$ cat src/rtl/weighted_crc32_key_to_server_top_macros.svh
// ----------------------------------------------------------------------------
// Assertion macros for the weighted CRC-32 key to server block
// Concurrent checks that compile away when NO_ASSERTIONS is set.
// ----------------------------------------------------------------------------
`ifndef WEIGHTED_CRC32_KEY_TO_SERVER_TOP_MACROS_SVH
`define WEIGHTED_CRC32_KEY_TO_SERVER_TOP_MACROS_SVH

`ifndef NO_ASSERTIONS

// A condition that holds at every clock edge outside reset.
`define WCKS_ASSERT_ALWAYS(label, clk, rst_n, expr) \
	label: assert property (@(posedge clk) disable iff (!rst_n) (expr)) \
		else $error("wcks assertion failed");

// An implication checked at every clock edge outside reset.
`define WCKS_ASSERT_IMPLY(label, clk, rst_n, ante, cons) \
	label: assert property (@(posedge clk) disable iff (!rst_n) (ante) |-> (cons)) \
		else $error("wcks assertion failed");

`else

`define WCKS_ASSERT_ALWAYS(label, clk, rst_n, expr)
`define WCKS_ASSERT_IMPLY(label, clk, rst_n, ante, cons)

`endif

`endif

$ cat src/rtl/wcks_pkg.sv
// ----------------------------------------------------------------------------
// wcks_pkg
// Types and constants shared by the key to server selector modules.
// ----------------------------------------------------------------------------
package wcks_pkg;

	// Default number of buckets in the table.
	localparam int BUCKET_DEPTH_DEFAULT = 1024;

	// Depth of the queue between the front and back parts.
	localparam int QUEUE_DEPTH = 4;

	// Field widths fixed by the interface.
	localparam int HASH_W   = 15;
	localparam int WEIGHT_W = 11;
	localparam int SID_W    = 8;
	localparam int INDEX_W  = 10;
	localparam int SRVCNT_W = 9;

	localparam logic [SRVCNT_W-1:0] SERVER_COUNT_MAX = '1;

	// Command codes.
	localparam logic CMD_ADD = 1'b0;
	localparam logic CMD_KEY = 1'b1;

	// Result kinds.
	localparam logic KIND_ADD    = 1'b0;
	localparam logic KIND_LOOKUP = 1'b1;

	// Status codes.
	localparam logic [1:0] STATUS_OK       = 2'd0;
	localparam logic [1:0] STATUS_EMPTY    = 2'd1;
	localparam logic [1:0] STATUS_OVERFLOW = 2'd2;

	// Input word.
	typedef struct packed {
		logic                command;
		logic [SID_W-1:0]    server_id;
		logic [WEIGHT_W-1:0] weight;
		logic [7:0]          key_byte;
		logic                byte_valid;
		logic                key_last;
	} in_item_t;

	// Result word.
	typedef struct packed {
		logic               kind;
		logic [SID_W-1:0]   chosen_server;
		logic [INDEX_W-1:0] bucket_index;
		logic [HASH_W-1:0]  hash_value;
		logic [1:0]         status;
	} out_item_t;

	// Classified operation passed from the front part to the back part.
	typedef struct packed {
		logic                is_add;
		logic [SID_W-1:0]    server_id;
		logic [WEIGHT_W-1:0] weight;
		logic [HASH_W-1:0]   hash;
	} op_t;

endpackage

$ cat src/rtl/wcks_front.sv
// ----------------------------------------------------------------------------
// wcks_front
// Accepts input words, runs the CRC-32 over key bytes and classifies words.
// ----------------------------------------------------------------------------
module wcks_front (
	input  logic              clk,
	input  logic              arst_n,
	input  logic              item_valid,
	output logic              item_ready,
	input  wcks_pkg::in_item_t item,
	output logic              push,
	output wcks_pkg::op_t     push_op,
	input  logic              queue_full
);
	import wcks_pkg::*;

	localparam logic [31:0] CRC_POLY = 32'hEDB8_8320;

	logic [31:0]       crc_q;
	logic [31:0]       crc_next;
	logic [31:0]       crc_inv;
	logic [HASH_W-1:0] hash_raw;
	logic              accept;

	// One byte through the reflected CRC, one bit per step.
	function automatic logic [31:0] crc_feed(input logic [31:0] crc, input logic [7:0] b);
		logic [31:0] c;
		c = crc ^ {24'd0, b};
		for (int k = 0; k < 8; k++) begin
			c = c[0] ? ((c >> 1) ^ CRC_POLY) : (c >> 1);
		end
		return c;
	endfunction

	assign item_ready = !queue_full;
	assign accept     = item_valid && item_ready;

	// Next CRC value and the hash taken from it.
	always_comb begin
		crc_next = item.byte_valid ? crc_feed(crc_q, item.key_byte) : crc_q;
		crc_inv  = ~crc_next;
		hash_raw = crc_inv[30:16];
	end

	// Adds and key ends go to the back part; plain key bytes stop here.
	always_comb begin
		push              = accept && ((item.command == CMD_ADD) || item.key_last);
		push_op.is_add    = (item.command == CMD_ADD);
		push_op.server_id = item.server_id;
		push_op.weight    = item.weight;
		push_op.hash      = (hash_raw == '0) ? HASH_W'(1) : hash_raw;
	end

	// CRC register; an add leaves it untouched.
	always_ff @(posedge clk or negedge arst_n) begin
		if (!arst_n) begin
			crc_q <= '1;
		end else if (accept && (item.command == CMD_KEY)) begin
			crc_q <= item.key_last ? '1 : crc_next;
		end
	end

endmodule

$ cat config.mk
export PLATFORM = sky130hd
export DESIGN_NAME = wcks_front
export DESIGN_NICKNAME = d
export VERILOG_FILES = /design/src/rtl/weighted_crc32_key_to_server_top_macros.svh /design/src/rtl/wcks_pkg.sv /design/src/rtl/wcks_front.sv
export SDC_FILE = /design/constraint.sdc
export NUM_CORES = 1
export LEC_CHECK = 0
export ABC_CLOCK_PERIOD_IN_PS = 2800
export BUFFER_PORTS_ARGS = -buffer_cell sky130_fd_sc_hd__buf_4
export CAP_MARGIN = 20
export CORE_MARGIN = 3
export CORE_UTILIZATION = 40
export DETAILED_ROUTE_END_ITERATION = 7
export PLACE_DENSITY = 0.63
export SLEW_MARGIN = 15
export SYNTH_ARGS = -nofsm -noshare
export SYNTH_HDL_FRONTEND = slang
export SYNTH_SLANG_ARGS = --single-unit
$ cat constraint.sdc
create_clock -name clk -period 2.8 [get_ports clk]
set_input_delay 0.14 -clock clk [delete_from_list [all_inputs] [get_ports clk]]
set_output_delay 0.14 -clock clk [all_outputs]
set_load 0.01 [all_outputs]
==> flow_summary_export.csv <==
group,metric,value,unit
routing,drt-wirelength-per-cell,16.0,µm
cts,clockBufferDepth,2,
synthesis,synth_commonest_cells,"nor2_1 (37), xnor2_1 (36), a21oi_1 (34), dfstp_2 (32)",
setup_path,worst-path-buf-inv,1,
cells_and_area,largest_register,"crc_q",
power_and_ir_drop,vdd.ir_drop.worst,0.787,mV
setup_path,cp_top_family,"XOR/XNOR gates",
floorplanning,rows,27,
power_and_ir_drop,powerDensity,1730,mW/mm²
cts,cts_tree,"yes",
routing,first_pass_iters,4,
routing,drc,0,
timing,max_slew_margin,57.9,%
cts,clkTransAtPathRegs,0.07,ns
timing,finalSetupViolations,0,
synthesis,syn-cell-area,0.00244,mm²
setup_path,r2r_start,"crc_q[5]",
place,place_congestion,0.854,
synthesis,synth.avg_cell_area,10.2,µm²
global_routing,grt-ovfl-total,0,
global_routing,grtUsageTotal,15.4,%
flow_run,cap_viol_max_count,0,
setup_path,worstSetupStartpoint,"crc_q[1]",
global_routing,first_global_vias,1694,
synthesis,synth_fa_ha_area_share,0,%
setup_path,worstPathMaxFanout,6,
routing,wirelength,5300,µm
synthesis,synth.top_cell.area_share,34.5,%
setup_path,crit_type,"flop to output pin",
setup_path,r2r_slack,0.85,ns
synthesis,synth_enable_flop_cells,0,
cells_and_area,top_regs,"crc_q: 32 flops",
cells_and_area,area_growth,14.5,%
worst_hold_path,holdCritPathClass,"input port to async pin",
power_and_ir_drop,p_total,4.84,mW
global_routing,antenna_found_initial,0,
cells_and_area,diodes,0,
synthesis,yosys_register_bits,32,
synthesis,yosysWarningCount,0,
synthesis,synthArstFlopShare,100,%
cts,insertion_delay,0.28,ns
cts,cts_htree_levels,2,
routing,vias_per_cell,4.97,
setup_path,r2r_end,"crc_q[19]",
synthesis,yosys.area_share.simple,9.38,%
synthesis,synth_top_family_by_area,"XOR/XNOR gates",
timing,timing.fmax,0.370,GHz
place,dp_cells,321,
timing,finalHoldViolCount,0,
cts,cts_made_buffers,5,
setup_path,cpPeakStageDelay,0.58,ns
setup_path,required,2.66,ns
setup_path,r2r.worst_path.cells,7,
timing,drv_slew,0,
synthesis,muxShareOfSynthArea,4.10,%
cells_and_area,nets,292,
timing,fin_crit_sh,96.6,%
status,status,"finished clean",
global_routing,grt_pass1_wl,8730,µm
routing,drt_iter0_drc,81,
floorplanning,num_io_pins,71,
synthesis,synth_compound_area_share,10.2,%
synthesis,synth.largest_area_cell,"dfstp_2",
timing,setup_slack,0.0949,ns
synthesis,synth_cell_type_count,29,
setup_path,cp_slowest_cell,"dfstp_2",
synthesis,seq_area_frac_synth,34.5,%
cells_and_area,instances_no_fill,331,
cts,cts_hold_buf,0,
setup_path,startpoint_type,"flop",
cells_and_area,multiInputGateArea,0.00147,mm²
synthesis,synth_most_common_cell,"nor2_1",
synthesis,synth_top_cells_by_area,"dfstp_2 (34%), xnor2_1 (13%), xnor2_4 (7.9%)",
setup_path,crit_arrival,2.57,ns
floorplanning,die_w,84.1,µm
synthesis,synth.net_count,273,
global_routing,grt_max_degree,33,
place,dp_hpwl,3860,µm
cts,root_buffer,"clkbuf_8",
floorplanning,die_h,84.1,µm
cts,clock_sinks,32,
floorplanning,die_area,0.00707,mm²
place,portBuffers,32,
floorplanning,initial_core_util,42.7,%
timing,tightestPinTransition,0.631,ns
routing,vias,1645,
cells_and_area,largest_register_ffs,32,
timing,fin_skew,0.00520,ns
setup_path,cp-end-kind,"output pin",
setup_path,worstSetupPathDepth,8,
synthesis,yosys_most_used_dff,"dfstp_2",
cells_and_area,nFillCells,536,
setup_path,path_cells,"xnor2_4 > xnor2_2 > xnor3_1 > mux2i_1 > o21bai_1 > nor4_1 > a41o_1 > buf_4",
floorplanning,core-area,0.00571,mm²
place,dp_slack,0.261,ns
power_and_ir_drop,power_leakage,1.15,nW
timing,period_minus_slack,2.71,ns
routing,drtAntennaViolNets,0,
cells_and_area,register_area,841,µm²
setup_path,crit_end,"push_op[0]",
synthesis,synthXorXnorAreaFrac,34.1,%
cells_and_area,layout-drive-gt1-share,36.3,%
synthesis,syn-instance-count,239,
-- through the flow --
step	instance area, µm²	TNS, ns	utilization, %	hold WS, ns
finish	2790	0	48.9	0.0920
global placement	2640	0	46.2	0.280
CTS	2740	0	48.1	0.112
floorplan	2440	0	-	-0.00784
detailed placement	2640	0	46.2	0.280
global route	2790	-0.00669	48.9	0.130
-- layout by cell type, fill, tap and decap left out, drive strengths merged, types with 3 or more instances in the layout --
cell type  count
xnor3          3
nor2          37
mux2i         10
xnor2         48
inv            3
clkbuf         8
nand3          3
a21oi         34
xor2          20
nor2b          4
buf           39
dfstp         32
-- layout make-up --
type / count / share of cell area [%]
well taps: 72 / 3.23
multi-input cells: 177 / 52.6
clock buffers: 8 / 3.23
inverters: 3 / 0.403
repair buffers: 39 / 10.5
flip-flops and latches: 32 / 30.1
-- how the worst min path moves through the flow --
stage	end
after floorplan	crc_q[0]
after global placement	push_op[16]
after detailed placement	push_op[16]
after CTS	crc_q[15]
after global routing	crc_q[0]
final	crc_q[0]
-- logic make-up (layout without fill, tap and decap cells) --
| group | after synthesis | after routing |
|---|---|---|
| xor gates and xnor gates | 71 | 71 |
| AOI/OAI and AO/OA | 44 | 44 |
| buffers and inverters | 30 | 50 |
| and+or+nand+nor | 52 | 52 |
| muxes | 10 | 10 |
| DFF | 32 | 32 |
-- metal layers --
metal  GRT usage [%]  part of all wire (%)  vias up
met5               0                     0        -
met4            5.12                   1.2        0
met3            3.55                   4.2        8
met2            25.1                    49       28
met1            20.2                    45      801
li1                -                     -      808
-- worst reg2reg max path: stages (launching register included) --
cell and delay [ns]:
dfstp_2 0.55, xor2_2 0.27, buf_4 0.20, xor2_1 0.24, xnor2_1 0.17, xnor2_1 0.10
mux2i_1 0.24, a21oi_1 0.11
-- timing repair --
item                       CTS  global route
buffers inserted             0             2
resized for setup            2             4
gates cloned                 0             0
pin swaps                    1             1
setup endpoints to repair    1             1
-- power by group --
part           internal, mW  switching, mW
sequential            0.779          0.198
clock                 0.200          0.169
combinational          1.77           1.73
Power figures use the tool's default switching activity.
