--- config.mk ---
export PLATFORM = sky130hd
export DESIGN_NAME = wcks_queue
export DESIGN_NICKNAME = d
export VERILOG_FILES = /design/src/rtl/weighted_crc32_key_to_server_top_macros.svh /design/src/rtl/wcks_pkg.sv /design/src/rtl/wcks_queue.sv
export SDC_FILE = /design/constraint.sdc
export NUM_CORES = 1
export LEC_CHECK = 0
export BUFFER_PORTS_ARGS = -buffer_cell sky130_fd_sc_hd__buf_2
export CAP_MARGIN = 15
export CORE_MARGIN = 2
export CORE_UTILIZATION = 45
export DETAILED_ROUTE_END_ITERATION = 8
export GPL_TIMING_DRIVEN = 1
export SKIP_LAST_GASP = 1
export SYNTH_ARGS = -nofsm -noshare
export SYNTH_HDL_FRONTEND = slang
export SYNTH_SLANG_ARGS = --single-unit
--- constraint.sdc ---
create_clock -name clk -period 3.1 [get_ports clk]
set_input_delay 0.62 -clock clk [delete_from_list [all_inputs] [get_ports clk]]
set_output_delay 0.62 -clock clk [all_outputs]
set_load 0.05 [all_outputs]
--- src/rtl/weighted_crc32_key_to_server_top_macros.svh ---
// ----------------------------------------------------------------------------
// Assertion macros for the weighted CRC-32 key to server block
// Concurrent checks that compile away when NO_ASSERTIONS is set.
// ----------------------------------------------------------------------------
`ifndef WEIGHTED_CRC32_KEY_TO_SERVER_TOP_MACROS_SVH
`define WEIGHTED_CRC32_KEY_TO_SERVER_TOP_MACROS_SVH

`ifndef NO_ASSERTIONS

// A condition that holds at every clock edge outside reset.
`define WCKS_ASSERT_ALWAYS(label, clk, rst_n, expr) \
	label: assert property (@(posedge clk) disable iff (!rst_n) (expr)) \
		else $error("wcks assertion failed");

// An implication checked at every clock edge outside reset.
`define WCKS_ASSERT_IMPLY(label, clk, rst_n, ante, cons) \
	label: assert property (@(posedge clk) disable iff (!rst_n) (ante) |-> (cons)) \
		else $error("wcks assertion failed");

`else

`define WCKS_ASSERT_ALWAYS(label, clk, rst_n, expr)
`define WCKS_ASSERT_IMPLY(label, clk, rst_n, ante, cons)

`endif

`endif

--- src/rtl/wcks_pkg.sv ---
// ----------------------------------------------------------------------------
// wcks_pkg
// Types and constants shared by the key to server selector modules.
// ----------------------------------------------------------------------------
package wcks_pkg;

	// Default number of buckets in the table.
	localparam int BUCKET_DEPTH_DEFAULT = 1024;

	// Depth of the queue between the front and back parts.
	localparam int QUEUE_DEPTH = 4;

	// Field widths fixed by the interface.
	localparam int HASH_W   = 15;
	localparam int WEIGHT_W = 11;
	localparam int SID_W    = 8;
	localparam int INDEX_W  = 10;
	localparam int SRVCNT_W = 9;

	localparam logic [SRVCNT_W-1:0] SERVER_COUNT_MAX = '1;

	// Command codes.
	localparam logic CMD_ADD = 1'b0;
	localparam logic CMD_KEY = 1'b1;

	// Result kinds.
	localparam logic KIND_ADD    = 1'b0;
	localparam logic KIND_LOOKUP = 1'b1;

	// Status codes.
	localparam logic [1:0] STATUS_OK       = 2'd0;
	localparam logic [1:0] STATUS_EMPTY    = 2'd1;
	localparam logic [1:0] STATUS_OVERFLOW = 2'd2;

	// Input word.
	typedef struct packed {
		logic                command;
		logic [SID_W-1:0]    server_id;
		logic [WEIGHT_W-1:0] weight;
		logic [7:0]          key_byte;
		logic                byte_valid;
		logic                key_last;
	} in_item_t;

	// Result word.
	typedef struct packed {
		logic               kind;
		logic [SID_W-1:0]   chosen_server;
		logic [INDEX_W-1:0] bucket_index;
		logic [HASH_W-1:0]  hash_value;
		logic [1:0]         status;
	} out_item_t;

	// Classified operation passed from the front part to the back part.
	typedef struct packed {
		logic                is_add;
		logic [SID_W-1:0]    server_id;
		logic [WEIGHT_W-1:0] weight;
		logic [HASH_W-1:0]   hash;
	} op_t;

endpackage

--- src/rtl/wcks_queue.sv ---
// ----------------------------------------------------------------------------
// wcks_queue
// Short register queue of classified operations between front and back.
// ----------------------------------------------------------------------------
module wcks_queue (
	input  logic          clk,
	input  logic          arst_n,
	input  logic          push,
	input  wcks_pkg::op_t push_op,
	output logic          full,
	input  logic          pop,
	output logic          head_valid,
	output wcks_pkg::op_t head_op
);
	import wcks_pkg::*;

	localparam int PW = (QUEUE_DEPTH > 1) ? $clog2(QUEUE_DEPTH) : 1;
	localparam int CW = $clog2(QUEUE_DEPTH + 1);

	op_t           slot_q [QUEUE_DEPTH];
	logic [PW-1:0] wr_ptr_q;
	logic [PW-1:0] rd_ptr_q;
	logic [CW-1:0] fill_q;
	logic          do_push;
	logic          do_pop;

	assign full       = (fill_q == CW'(QUEUE_DEPTH));
	assign head_valid = (fill_q != '0);
	assign head_op    = slot_q[rd_ptr_q];
	assign do_push    = push && !full;
	assign do_pop     = pop && head_valid;

	// Storage slots.
	always_ff @(posedge clk) begin
		if (do_push) begin
			slot_q[wr_ptr_q] <= push_op;
		end
	end

	// Pointers and fill level.
	always_ff @(posedge clk or negedge arst_n) begin
		if (!arst_n) begin
			wr_ptr_q <= '0;
			rd_ptr_q <= '0;
			fill_q   <= '0;
		end else begin
			if (do_push) begin
				wr_ptr_q <= (wr_ptr_q == PW'(QUEUE_DEPTH - 1)) ? '0 : wr_ptr_q + 1'b1;
			end
			if (do_pop) begin
				rd_ptr_q <= (rd_ptr_q == PW'(QUEUE_DEPTH - 1)) ? '0 : rd_ptr_q + 1'b1;
			end
			unique case ({do_push, do_pop})
				2'b10:   fill_q <= fill_q + 1'b1;
				2'b01:   fill_q <= fill_q - 1'b1;
				default: fill_q <= fill_q;
			endcase
		end
	end

endmodule

==> results.md, run 1 <==
- Syn nets: 269
- Die H: 115 µm
- Pre-CTS setup slack: 0.661 ns
- Final-report hold violation count: 0
- Met2 wire length: 4440 µm
- Critical path required time: 2.48 ns
- DPL Wire Length: 5530 µm
- Met3 WL: 565 µm
- Largest net degree at the start of global routing: 30
- Grt total ovfl: 0
- Htree depth: 4
- Share of flip-flops with an asynchronous set or reset: 0.0476
- Layout cells sized above 1: 0.462
- IO Port Bufs: 75
- Netlist Area Pre-Place: 5560 µm²
- Root buffer cell: clkbuf_16
- Least-Margin Pin Slew: 0.543 ns
- Hold Path Class: input pin to async pin
- # setup viols final: 0
- Initial antenna violation count: 2
- Leak: 2.39 nW
- DRT met1 WL: 3990 µm
- Fin util: 0.560
- Reg clk slew, reported paths: 0.05 ns
- Synth-to-Final Area Change: 21.5%
- Worst reg2reg setup slack: 1.15 ns
- Avg Inst Size Synth: 24.9 µm²
- Final setup margin: 0.270 ns
- CP Capture Type: output pin
- Via-to-Cell Ratio: 4.92
- Drt initial violations: 194
- Core area: 12100 µm²
- Status: finished clean
- Vias in the first global route: 2531
- Starting density of the core: 0.461
- Slew Limit Headroom: 0.638
- Top-count cell post-synth: edfxtp_1
- Drc violations: 0
- FP Rows: 40
- Final ANT Viol Nets: 0
- Die area: 13300 µm²
- Worst-Skew Late Latency: 0.42 ns
- Setup TNS: 0 ns
- Setup crit start kind: register
- Top post-synthesis cells by count: edfxtp_1, mux4_2, dfrtp_1, inv_1, mux4_1
- Primary FF master, synth: edfxtp_1
- Tcrit/Tclk final: 0.913
- Nets: 362
- YS warnings: 0
- First-pass GRT wire length: 14000 µm
- Top routing layer in use: met4
- CTS Sinks: 147
- IO Pins: 76
- Syn Inst Count: 223
- Final setup skew: 0.00752 ns
- WL final: 9110 µm
- Clock Path Buffers: 2
- Post-CTS Hold Buffers: 0
- Crit path max fanout: 22
- Die X: 115 µm
- Reg2reg path depth: 9
- Gr usage total: 0.151
- Max cap viols: 0
- F_max: 0.353 GHz
- RSZ-0062 raised after global routing: false
- Post-synth EDFFs: 140
- Post-Layout Cell Count: 498
- Cts bufs inserted: 17
- Placed Cells: 465
- Peak VDD IR: 0.000555 V
- Synth Register Bits: 147
- WL/cell: 18.3 µm
- Yosys top cell area share: 0.756
- Post-synthesis cell type count: 20
- Number of gates resized after cts: 0
- CTS tree: yes
- Reg-to-reg critical path endpoint: fill_q[2]
- Reg2reg start: fill_q[0]
- Fin. max-slew vios: 0
- Total number of vias: 2450
- P per Cell Area: 1120 nW/µm²
- Post CTS Setup Buffer Count: 0
- Ranking of synthesized cells by area: edfxtp_1, mux4_2, mux4_1
- Area leader, netlist: edfxtp_1
- Crit Path Category: register to output pin
- Drt pass-1 iters: 4
- Register area share after synthesis: 0.787
- CP Data Arrival Time: 2.21 ns
- GP Congestion: 0.661
- Final min period: 2.83 ns
-- how the worst max path moves through the flow --
stage / from / end / slack (ns) / depth (start not counted)
finish: rd_ptr_q[0] / head_op[4] / 0.27 / 3
global route: rd_ptr_q[0] / head_op[4] / 0.14 / 3
global placement: rd_ptr_q[0] / head_op[4] / 0.65 / 3
floorplan: fill_q[0] / fill_q[2] / 0.67 / 9
CTS: rd_ptr_q[0] / head_op[4] / 0.22 / 3
detailed placement: rd_ptr_q[0] / head_op[4] / 0.66 / 3
-- logic make-up (layout without fill, tap and decap cells) --
| kind of cell | after synthesis | count (layout) | share of synthesized area |
|---|---|---|---|
| XOR/XNOR | 3 | 3 | 0.00472 |
| adder cells (fa/ha/maj) | 7 | 7 | 0.0171 |
| buffers and inverters | 15 | 121 | 0.0211 |
| flip-flops | 147 | 147 | 0.787 |
| multiplexers | 40 | 40 | 0.156 |
| other | 0 | 1 | 0 |
| AND/OR/NAND/NOR | 11 | 11 | 0.0135 |
-- placed cells by master (no fill, tap or decap) --
cell	instances
xnor2_1	1
buf_12	5
nor2_1	3
clkinv_2	5
fa_1	1
xor2_1	2
mux2i_1	1
mux2_2	4
nor3b_2	1
buf_4	2
ha_1	6
dfrtp_1	5
or3_4	1
diode_2	1
edfxtp_1	140
inv_1	7
clkbuf_16	17
nor2b_2	1
mux4_2	28
nand2_2	1
clkbuf_1	4
buf_2	75
and2_2	4
bufinv_16	3
clkinvlp_4	3
dfrtp_2	2
mux4_1	7
-- worst max-delay path, cell delays in order (launching register included) --
cell and delay (ns):
dfrtp_2 0.71, buf_12 0.29, mux4_1 0.56, buf_2 0.22
-- state kept, by name, summed over array words and instances, names as in the netlist --
signal / count
wr_ptr_q: 2
fill_q: 3
slot_q: 140
rd_ptr_q: 2
-- layer usage --
layer	up-vias	global-route usage
li1	1119	-
met1	1253	0.191
met2	67	0.232
met3	11	0.0627
met4	0	0.0651
met5	-	0
-- report_power, final --
part	switching, mW	internal [mW]	total (mW)	leakage, nW
Combinational	1.83	0.906	2.73	0.751
Sequential	0.218	2.63	2.85	1.36
Clock	0.718	1.26	1.97	0.277
Total	2.76	4.79	7.56	2.39
-- layout make-up --
cell class,count,area [µm²]
fillers,903,5300
flip-flops and latches,147,4380
multi-input cells,61,1070
repair buffers,82,490
clock buffers,21,440
well taps,168,210
clock inverters,11,138
inverters,7,26.3
diodes,1,2.50
-- metrics by stage --
step | total power, mW | hold WS, ns | instance area (µm²)
after floorplan | 5.06 | 0.324 | 5560
after global placement | 5.67 | 0.463 | 6180
after detailed placement | 5.69 | 0.464 | 6180
after CTS | 7.67 | 0.0167 | 6760
after global routing | 7.90 | 0.0195 | 6760
final | 7.56 | 0.0345 | 6760
(Power assumes the default switching activity.)
==> run 2, diff against run 1 <==
Settings changed: RECOVER_POWER from default to 25.
==> results.md, run 2 (synthesized netlist as in run 1, its figures left out) <==
- Crit path max fanout: 22
- Pre-CTS setup slack: 0.661 ns
- Layout cells sized above 1: 0.398
- Worst-Skew Late Latency: 0.41 ns
- Post CTS Setup Buffer Count: 0
- Crit Path Category: register to output pin
- P per Cell Area: 1120 nW/µm²
- Worst path cell trace: buf_12 -> mux4_1 -> buf_2
- Clock Path Buffers: 2
- Switching pwr: 2.77 mW
- Die X: 115 µm
- Grt total ovfl: 0
- Largest stage delay on the critical path: 0.70 ns
- Core area: 12100 µm²
- Status: finished clean
- FP Rows: 40
- DPL Wire Length: 5530 µm
- CP Data Arrival Time: 2.20 ns
- Critical path required time: 2.48 ns
- Starting density of the core: 0.461
- IO Port Bufs: 75
- IO Pins: 76
- Reg2reg start: fill_q[0]
- Final ANT Viol Nets: 0
- Number of gates resized after cts: 0
- Final setup skew: 0.00723 ns
- Total number of vias: 2441
- Cts bufs inserted: 17
- RSZ-0062 raised after global routing: false
- Biggest regs: slot_q: 140 flops, fill_q: 3 flops
- # setup viols final: 0
- Final setup margin: 0.277 ns
- Max cap viols: 0
- CP Capture Type: output pin
- Largest register FFs: 140
- Flop pwr share: 0.377
- Initial antenna violation count: 1
- Tcrit/Tclk final: 0.911
- Setup crit start kind: register
- Least-Margin Pin Slew: 0.552 ns
- Post-CTS Hold Buffers: 0
- Via-to-Cell Ratio: 4.90
- CTS Sinks: 147
- Drc violations: 0
- FILL cells: 919
- Die area: 13300 µm²
- Top reg by flops: slot_q
- Peak VDD IR: 0.000554 V
- CTS tree: yes
- Final min period: 2.82 ns
- Comb pwr share: 0.361
- Gr usage total: 0.151
- Drt initial violations: 198
- Clock power frac: 0.262
- GP Congestion: 0.661
- Leak: 2.33 nW
- Slew Limit Headroom: 0.632
- Vias in the first global route: 2531
- Nets: 362
- First-pass GRT wire length: 14000 µm
- Synth-to-Final Area Change: 21.1%
- Switch share: 0.366
- WL final: 9120 µm
- Int Pwr: 4.79 mW
- Die H: 115 µm
- Hold Path Class: input pin to async pin
- Largest net degree at the start of global routing: 30
- Setup TNS: 0 ns
- Commonest non-fill, non-tap cell in the layout: edfxtp_1
- Drt pass-1 iters: 4
- Worst path slowest cell: dfrtp_2
- Root buffer cell: clkbuf_16
- Fin. max-slew vios: 0
- Reg clk slew, reported paths: 0.06 ns
- Critical Path Source: rd_ptr_q[0]
- F_max: 0.354 GHz
- Most frequent cells in the layout: edfxtp_1, buf_2, mux4_2
- Final-report hold violation count: 0
- WL/cell: 18.3 µm
- Htree depth: 4
==> run 2: worst max-delay path, delay by kind of cell (launching register included) <==
| family | cells | cell delay, ns |
|---|---|---|
| flops | 1 | 0.70 |
| mux | 1 | 0.56 |
| buf+inv | 2 | 0.51 |
==> run 2: stage by stage <==
stage	instances	hold WS, ns	cell area [µm²]	utilization	power (mW)
2_1_floorplan	223	0.324	5560	-	5.06
3_3_place_gp	465	0.463	6180	0.512	5.67
3_5_place_dp	465	0.464	6180	0.512	5.69
4_1_cts	497	0.0167	6760	0.560	7.67
5_1_grt	497	0.108	6730	0.558	7.90
6_report	498	0.103	6730	0.558	7.56
==> run 2: cell type report <==
cell class | instances | area (µm²) | area share
clock buffer | 21 | 440 | 0.0654
inverter | 7 | 26.3 | 0.00390
timing repair buffer | 82 | 464 | 0.0689
tap | 168 | 210 | 0.0312
multi-input combinational | 61 | 1070 | 0.159
antenna | 1 | 2.50 | 0.000372
clock inverter | 11 | 138 | 0.0204
sequential | 147 | 4380 | 0.651
==> run 2: final timing paths <==
check / to / slack (ns) / depth (start not counted)
worst max-delay path: head_op[4] / 0.28 / 3
worst min-delay path: wr_ptr_q[0] / 0.10 / 1
worst max register to register: fill_q[2] / 1.15 / 9
worst min register to register: fill_q[2] / 0.50 / 1
max in group asynchronous: rd_ptr_q[0] / 2.69 / 1
min in group clk: slot_q[0][1] / 0.43 / 1
==> run 2: power groups by stage <==
stage | Clock (mW) | Combinational [mW] | Sequential, mW
after global placement | 0 | 2.78 | 2.89
after global routing | 2.11 | 2.89 | 2.90
after CTS | 2.02 | 2.79 | 2.86
after detailed placement | 0 | 2.78 | 2.90
final | 1.98 | 2.73 | 2.85
after floorplan | 0 | 2.30 | 2.76
==> run 2: metal layers <==
layer | up-vias | GRT usage | share of wire
met4 | 0 | 0.0651 | 0.011
met2 | 65 | 0.232 | 0.49
met1 | 1248 | 0.191 | 0.44
met3 | 9 | 0.0627 | 0.061
li1 | 1119 | - | -
met5 | - | 0 | 0
